--- config.mk ---
export PLATFORM = sky130hd
export DESIGN_NAME = pid_controller_three_mode_top
export DESIGN_NICKNAME = d
export VERILOG_FILES = /design/src/sv/pidc_pkg.sv /design/src/sv/pidc_cfg.sv /design/src/sv/pidc_core.sv /design/src/sv/pid_controller_three_mode_top.sv
export SDC_FILE = /design/constraint.sdc
export NUM_CORES = 2
export LEC_CHECK = 0
export ABC_CLOCK_PERIOD_IN_PS = 28100
export BUFFER_PORTS_ARGS = -buffer_cell sky130_fd_sc_hd__buf_4
export CORE_UTILIZATION = 50
export CTS_CLUSTER_SIZE = 10
export DETAILED_ROUTE_END_ITERATION = 8
export PLACE_DENSITY = 0.67
export SLEW_MARGIN = 20
export SYNTH_ARGS = -nofsm -noshare
export SYNTH_HDL_FRONTEND = slang
export SYNTH_SLANG_ARGS = --single-unit
--- constraint.sdc ---
create_clock -name clk -period 28.1 [get_ports clk]
set_input_delay 2.81 -clock clk [delete_from_list [all_inputs] [get_ports clk]]
set_output_delay 2.81 -clock clk [all_outputs]
set_load 0.01 [all_outputs]
--- src/sv/pidc_pkg.sv ---
// shared types, codes and helpers for the three-mode pid controller
`timescale 1ns / 1ps

package pidc_pkg;

	// request codes carried by req_type
	localparam logic REQ_STEP  = 1'b0;
	localparam logic REQ_CLEAR = 1'b1;

	// controller modes; the unused code behaves as incremental without accumulation
	typedef enum logic [1:0] {
		MODE_POSITIONAL = 2'd0,
		MODE_INC_ACC    = 2'd1,
		MODE_INC_NOACC  = 2'd2
	} pidc_mode_t;

	// configuration register indexes
	localparam int CFG_IDX_W  = 3;
	localparam int CFG_DATA_W = 32;
	localparam logic [CFG_IDX_W-1:0] CFG_MODE      = 3'd0;
	localparam logic [CFG_IDX_W-1:0] CFG_GAIN_P    = 3'd1;
	localparam logic [CFG_IDX_W-1:0] CFG_GAIN_I    = 3'd2;
	localparam logic [CFG_IDX_W-1:0] CFG_GAIN_D    = 3'd3;
	localparam logic [CFG_IDX_W-1:0] CFG_INT_LIMIT = 3'd4;
	localparam logic [CFG_IDX_W-1:0] CFG_OUT_LIMIT = 3'd5;

	localparam int SAMPLE_W = 16;
	localparam int ERR_W    = 17;
	localparam int GAIN_W   = 16;
	localparam int LIMIT_W  = 31;
	localparam int DRIVE_W  = 32;
	// wide enough for any shifted product plus integral plus previous drive
	localparam int SUM_W    = 40;

	typedef struct packed {
		logic [1:0]                 mode;
		logic signed [GAIN_W-1:0]   gain_p;
		logic signed [GAIN_W-1:0]   gain_i;
		logic signed [GAIN_W-1:0]   gain_d;
		logic [LIMIT_W-1:0]         int_limit;
		logic [LIMIT_W-1:0]         out_limit;
	} pidc_cfg_t;

	// symmetric clamp of a wide signed sum to +/- lim
	function automatic logic signed [DRIVE_W-1:0] pidc_clamp(
		input logic signed [SUM_W-1:0] v,
		input logic [LIMIT_W-1:0]      lim
	);
		logic signed [SUM_W-1:0] pos_lim;
		logic signed [SUM_W-1:0] neg_lim;
		logic signed [SUM_W-1:0] res;
		pos_lim = signed'({{(SUM_W-LIMIT_W){1'b0}}, lim});
		neg_lim = -pos_lim;
		if (v > pos_lim) begin
			res = pos_lim;
		end else if (v < neg_lim) begin
			res = neg_lim;
		end else begin
			res = v;
		end
		return res[DRIVE_W-1:0];
	endfunction

endpackage

--- src/sv/pidc_cfg.sv ---
// configuration register file for the pid controller
`timescale 1ns / 1ps

module pidc_cfg
	import pidc_pkg::*;
(
	input  logic                  clk,
	input  logic                  arst_n,
	input  logic                  cfg_valid,
	output logic                  cfg_ready,
	input  logic [CFG_IDX_W-1:0]  cfg_index,
	input  logic [CFG_DATA_W-1:0] cfg_data,
	output pidc_cfg_t             cfg
);

	pidc_cfg_t cfg_q;

	assign cfg_ready = 1'b1;
	assign cfg       = cfg_q;

	always_ff @(posedge clk or negedge arst_n) begin
		if (!arst_n) begin
			cfg_q <= '0;
		end else if (cfg_valid && cfg_ready) begin
			case (cfg_index)
				CFG_MODE:      cfg_q.mode      <= cfg_data[1:0];
				CFG_GAIN_P:    cfg_q.gain_p    <= signed'(cfg_data[GAIN_W-1:0]);
				CFG_GAIN_I:    cfg_q.gain_i    <= signed'(cfg_data[GAIN_W-1:0]);
				CFG_GAIN_D:    cfg_q.gain_d    <= signed'(cfg_data[GAIN_W-1:0]);
				CFG_INT_LIMIT: cfg_q.int_limit <= cfg_data[LIMIT_W-1:0];
				CFG_OUT_LIMIT: cfg_q.out_limit <= cfg_data[LIMIT_W-1:0];
				default:       cfg_q <= cfg_q;
			endcase
		end
	end

endmodule

--- src/sv/pidc_core.sv ---
// pid datapath and controller state: errors, integral term, last drive
`timescale 1ns / 1ps

module pidc_core
	import pidc_pkg::*;
#(
	parameter int GAIN_FRAC_BITS = 8
) (
	input  logic                       clk,
	input  logic                       arst_n,
	input  logic                       step,
	input  logic                       req_type,
	input  logic signed [SAMPLE_W-1:0] feedback,
	input  logic signed [SAMPLE_W-1:0] target,
	input  pidc_cfg_t                  cfg,
	output logic signed [DRIVE_W-1:0]  drive
);

	logic signed [ERR_W-1:0]   prev_err_q;
	logic signed [ERR_W-1:0]   pprev_err_q;
	logic signed [DRIVE_W-1:0] integ_q;
	logic signed [DRIVE_W-1:0] prev_drive_q;

	logic positional;
	logic accumulate;

	logic signed [ERR_W-1:0]   err;
	logic signed [ERR_W:0]     diff1;
	logic signed [ERR_W+1:0]   diff2;
	logic signed [ERR_W:0]     p_opnd;
	logic signed [ERR_W+1:0]   d_opnd;

	logic signed [GAIN_W+ERR_W:0]   p_prod;
	logic signed [GAIN_W+ERR_W-1:0] i_prod;
	logic signed [GAIN_W+ERR_W+1:0] d_prod;

	logic signed [SUM_W-1:0]   p_term;
	logic signed [SUM_W-1:0]   i_inc;
	logic signed [SUM_W-1:0]   d_term;
	logic signed [SUM_W-1:0]   i_sum;
	logic signed [DRIVE_W-1:0] iterm;
	logic signed [SUM_W-1:0]   drive_sum;
	logic signed [DRIVE_W-1:0] drive_clamped;

	assign positional = (cfg.mode == MODE_POSITIONAL);
	assign accumulate = (cfg.mode == MODE_INC_ACC);

	// error and its first and second differences
	assign err   = ERR_W'(target) - ERR_W'(feedback);
	assign diff1 = (ERR_W+1)'(err) - (ERR_W+1)'(prev_err_q);
	assign diff2 = (ERR_W+2)'(err) - ((ERR_W+2)'(prev_err_q) <<< 1)
		+ (ERR_W+2)'(pprev_err_q);

	// positional uses e and de, incremental uses de and d2e
	assign p_opnd = positional ? (ERR_W+1)'(err) : diff1;
	assign d_opnd = positional ? (ERR_W+2)'(diff1) : diff2;

	assign p_prod = cfg.gain_p * p_opnd;
	assign i_prod = cfg.gain_i * err;
	assign d_prod = cfg.gain_d * d_opnd;

	// floor shift by the gain fraction width
	assign p_term = SUM_W'(p_prod) >>> GAIN_FRAC_BITS;
	assign i_inc  = SUM_W'(i_prod) >>> GAIN_FRAC_BITS;
	assign d_term = SUM_W'(d_prod) >>> GAIN_FRAC_BITS;

	assign i_sum = (positional ? SUM_W'(integ_q) : '0) + i_inc;
	assign iterm = pidc_clamp(i_sum, cfg.int_limit);

	assign drive_sum = p_term + SUM_W'(iterm) + d_term
		+ (accumulate ? SUM_W'(prev_drive_q) : '0);
	assign drive_clamped = pidc_clamp(drive_sum, cfg.out_limit);

	assign drive = (req_type == REQ_CLEAR) ? '0 : drive_clamped;

	always_ff @(posedge clk or negedge arst_n) begin
		if (!arst_n) begin
			prev_err_q   <= '0;
			pprev_err_q  <= '0;
			integ_q      <= '0;
			prev_drive_q <= '0;
		end else if (step) begin
			if (req_type == REQ_CLEAR) begin
				prev_err_q   <= '0;
				pprev_err_q  <= '0;
				integ_q      <= '0;
				prev_drive_q <= '0;
			end else begin
				prev_err_q <= err;
				integ_q    <= iterm;
				if (!positional) begin
					pprev_err_q <= prev_err_q;
				end
				if (accumulate) begin
					prev_drive_q <= drive_clamped;
				end
			end
		end
	end

endmodule

--- src/sv/pid_controller_three_mode_top.sv ---
// top level of the three-mode pid controller: handshakes, input and result registers
`timescale 1ns / 1ps

// channel   signals                                    direction
// in        in_valid, in_stall, req_type, feedback,    beat into the block
//           target
// out       out_valid, out_stall, drive                beat out of the block
// cfg       cfg_valid, cfg_ready, cfg_index, cfg_data  register write beat
//
// each beat passes from acceptance through the input register, where the whole pid
// step is worked out, and then through the result register
// one beat can enter every cycle unless in_stall is high; the controller state
// updates as a beat leaves the input register, so the next beat sees it at once
// reset clears the state, configuration registers and valid flags; cfg_ready is always high
// out_stall on a full result register holds both registers and raises in_stall
// while the input register is full

module pid_controller_three_mode_top
	import pidc_pkg::*;
#(
	parameter int GAIN_FRAC_BITS = 8
) (
	input  logic                       clk,
	input  logic                       arst_n,
	// input beat
	input  logic                       in_valid,
	output logic                       in_stall,
	input  logic                       req_type,
	input  logic signed [SAMPLE_W-1:0] feedback,
	input  logic signed [SAMPLE_W-1:0] target,
	// result beat
	output logic                       out_valid,
	input  logic                       out_stall,
	output logic signed [DRIVE_W-1:0]  drive,
	// configuration writes
	input  logic                       cfg_valid,
	output logic                       cfg_ready,
	input  logic [CFG_IDX_W-1:0]       cfg_index,
	input  logic [CFG_DATA_W-1:0]      cfg_data
);

	pidc_cfg_t cfg;

	// input register
	logic                       valid_s1;
	logic                       req_type_s1;
	logic signed [SAMPLE_W-1:0] feedback_s1;
	logic signed [SAMPLE_W-1:0] target_s1;

	// result register
	logic                       valid_s2;
	logic signed [DRIVE_W-1:0]  drive_s2;

	logic                       advance;
	logic                       move;
	logic                       accept;
	logic signed [DRIVE_W-1:0]  drive_comb;

	pidc_cfg u_cfg (
		.clk       (clk),
		.arst_n    (arst_n),
		.cfg_valid (cfg_valid),
		.cfg_ready (cfg_ready),
		.cfg_index (cfg_index),
		.cfg_data  (cfg_data),
		.cfg       (cfg)
	);

	// result register can take a new beat when empty or being drained
	assign advance  = !valid_s2 || !out_stall;
	// a beat leaves the input register and commits its state update
	assign move     = valid_s1 && advance;
	// input register is free unless it holds a beat that cannot move on
	assign in_stall = valid_s1 && !advance;
	assign accept   = in_valid && !in_stall;

	pidc_core #(
		.GAIN_FRAC_BITS (GAIN_FRAC_BITS)
	) u_core (
		.clk      (clk),
		.arst_n   (arst_n),
		.step     (move),
		.req_type (req_type_s1),
		.feedback (feedback_s1),
		.target   (target_s1),
		.cfg      (cfg),
		.drive    (drive_comb)
	);

	always_ff @(posedge clk or negedge arst_n) begin
		if (!arst_n) begin
			valid_s1 <= 1'b0;
		end else if (accept) begin
			valid_s1 <= 1'b1;
		end else if (move) begin
			valid_s1 <= 1'b0;
		end
	end

	// payload needs no reset
	always_ff @(posedge clk) begin
		if (accept) begin
			req_type_s1 <= req_type;
			feedback_s1 <= feedback;
			target_s1   <= target;
		end
	end

	always_ff @(posedge clk or negedge arst_n) begin
		if (!arst_n) begin
			valid_s2 <= 1'b0;
		end else if (advance) begin
			valid_s2 <= valid_s1;
		end
	end

	always_ff @(posedge clk) begin
		if (move) begin
			drive_s2 <= drive_comb;
		end
	end

	assign out_valid = valid_s2;
	assign drive     = drive_s2;

endmodule

==> impl_metrics.env <==
export IMPL_via_per_inst=5.66
export IMPL_drv_cap=0
export IMPL_rsz0062_at_grt="no"
export IMPL_period_share=0.911
export IMPL_place_ws_ps=2650
export IMPL_die_w_um=338
export IMPL_port_buffers=105
export IMPL_die_y_um=338
export IMPL_drc=0
export IMPL_tightestPinTransition_ps=1060
export IMPL_fin_ws_ps=2490
export IMPL_synth_area_um2=56500
export IMPL_multi_input_area_um2=44200
export IMPL_path_clk_slew_ps=60
export IMPL_cp_max_fo=31
export IMPL_drv_slew=0
export IMPL_tns_ps=0
export IMPL_status="finished clean"
export IMPL_syn_avg_cell_area_um2=8.95
export IMPL_grt_antenna_before_repair=14
export IMPL_post_route_cells_drive_above_1_share=0.0712
export IMPL_cpMaxStageDelayCell="a2111oi_0"
export IMPL_crit_buf_inv=9
export IMPL_fin_crit_ps=25610
export IMPL_hold_viol=0
export IMPL_path_delay_family="compound AO/OA/AOI/OAI gates"
export IMPL_ctsHtreeMaxLevel=2
export IMPL_synth_ff_type="dfrtp_1"
export IMPL_cpMostUsedCell="o21ai_0"
export IMPL_finalSetupViolations=0
export IMPL_yosysSeqAreaShare=0.129
export IMPL_track_usage=0.291
export IMPL_nFillCells=10200
export IMPL_dr_pass1_iters=7
export IMPL_synth_top_cell_by_area="fa_1"
export IMPL_io_pin_count=108
export IMPL_synth_top_cell_area_share=0.327
export IMPL_grt_max_degree=98
export IMPL_grt_pass1_vias=45400
export IMPL_grt_pass1_wl_mm=256
export IMPL_max_stage_delay_ps=840
export IMPL_synth_seq_cells=277
export IMPL_synthToLayoutAreaGrowth_pct=6.77
export IMPL_min_path_type="reg2reg"
export IMPL_start_util=0.507
export IMPL_postSynth_asyncResetShare=0.765
export IMPL_synthesis_nets=7837
export IMPL_placementRows=122
export IMPL_synthCells=6310
export IMPL_crit_required_ps=28480
export IMPL_antenna_left=0
export IMPL_netlist_cell_type_count=94
export IMPL_synth_edf_count=65
export IMPL_ctsRootBufferMaster="clkbuf_16"
export IMPL_place_gp_congestion=0.957
export IMPL_via_count=44300
export IMPL_clk_path_buf_depth=3
export IMPL_regArea_um2=7260
export IMPL_globalRouteOverflowTotal=0
export IMPL_numCtsBuffers=40
export IMPL_clk_latency_ps=650
export IMPL_wl_per_cell_um=20.5
export IMPL_path_class="reg2reg"
export IMPL_hold_buffers=0
export IMPL_fin_skew_ps=54.6
export IMPL_ys_warnings_count=0
export IMPL_cts_tree="done"
export IMPL_maxSlewHeadroom=0.290
export IMPL_ys_top_cells_by_area="fa_1, ha_1, dfrtp_1"
export IMPL_final_common_cell="inv_1"
export IMPL_place_hpwl_mm=126
export IMPL_wl_mm=160
export IMPL_nets=7828
export IMPL_end_kind="register"
export IMPL_dieArea_um2=114000
export IMPL_cts_sinks=277
export IMPL_core_region_area_um2=111000
export IMPL_cts_setup_buffers=0
export IMPL_drt_iter0_drc=3197
export IMPL_cp_start_kind="register"
export IMPL_timing_fmax_mhz=39.1
export IMPL_cts_repair_resized=0
export IMPL_worstPathArrival_ps=25990
export IMPL_mostFrequentLayoutCells="inv_1, fa_1, nand2_1, ha_1, and2_1"
worst reg2reg max path, delay by kind of cell (launching register included):
kind	cells	cell delay (ps)
flops	1	370
buf+inv	9	1550
mux	4	1230
compound gates	39	10560
xor+xnor	4	1220
simple gates	20	3820
fa+ha+maj	16	6610
cells by family after synthesis:
| family | synth area share |
|---|---|
| AO/OA/AOI/OAI | 0.103 |
| AND/OR/NAND/NOR | 0.164 |
| other | 0.0000664 |
| adder cells (fa/ha/maj) | 0.445 |
| multiplexers | 0.0283 |
| buffers and inverters | 0.0919 |
| XOR/XNOR | 0.0390 |
| flip-flops | 0.129 |
metal layers:
| layer | share of wire | up-vias | wire length (µm) | global-route usage |
|---|---|---|---|---|
| li1 | - | 20100 | - | - |
| met1 | 0.43 | 22400 | 68400 | 0.395 |
| met2 | 0.46 | 1426 | 73800 | 0.467 |
| met3 | 0.071 | 351 | 11400 | 0.0452 |
| met4 | 0.041 | 4 | 6600 | 0.115 |
| met5 | 0.00017 | - | 27 | 0 |
state kept, by name (all words and copies together), names as in the netlist:
| signal | count |
|---|---|
| target_s1 | 16 |
| u_core.pprev_err_q | 17 |
| drive | 32 |
| u_core.prev_drive_q | 32 |
| req_type_s1 | 1 |
| feedback_s1 | 16 |
| valid_s1 | 1 |
| out_valid | 1 |
| u_cfg.cfg | 112 |
| u_core.integ_q | 32 |
| u_core.prev_err_q | 17 |
Yosys cell counts, types with 51 or more instances:
cell type	number
inv_1	1125
fa_1	922
nand2_1	814
ha_1	532
and2_1	370
o21ai_0	259
nor2_1	235
a21oi_1	213
dfrtp_1	212
clkbuf_1	199
xnor2_1	190
mux2_2	106
a21o_1	88
nor3_1	81
nand3_1	72
nor2b_1	71
edfxtp_1	65
xor2_1	59
nand2b_1	53
o21a_1	51
stage by stage:
step | std cells | instance area (µm²) | utilization | hold WS [ps]
after CTS | 7819 | 60300 | 0.542 | 477
after global routing | 7820 | 60300 | 0.542 | 502
after floorplan | 6310 | 56500 | - | 435
after detailed placement | 7746 | 58900 | 0.529 | 463
after global placement | 7746 | 58900 | 0.529 | 458
final | 7825 | 60300 | 0.542 | 477
layout make-up:
type / count / area share
diodes: 5 / 0.000208
clock buffers: 58 / 0.0187
clock inverters: 15 / 0.00355
inverters: 1128 / 0.0702
multi-input cells: 4668 / 0.733
flip-flops and latches: 277 / 0.120
well taps: 1488 / 0.0309
repair buffers: 186 / 0.0233
final timing paths:
| check | from | to | slack [ps] | depth (start not counted) |
|---|---|---|---|---|
| worst max-delay path | feedback_s1[0] | drive[13] | 2490 | 92 |
| worst min-delay path | u_core.prev_drive_q[27] | u_core.prev_drive_q[27] | 480 | 2 |
| worst max register to register | feedback_s1[0] | drive[13] | 2490 | 92 |
| worst min register to register | u_core.prev_drive_q[27] | u_core.prev_drive_q[27] | 480 | 2 |
| max in group asynchronous | arst_n | u_cfg.cfg[33] | 24190 | 2 |
| min in group asynchronous | arst_n | u_cfg.cfg[25] | 2210 | 1 |
Power is left out: the tool's default activity adds up to more than one toggle a clock period on the data nets, which glitch-free logic cannot reach.
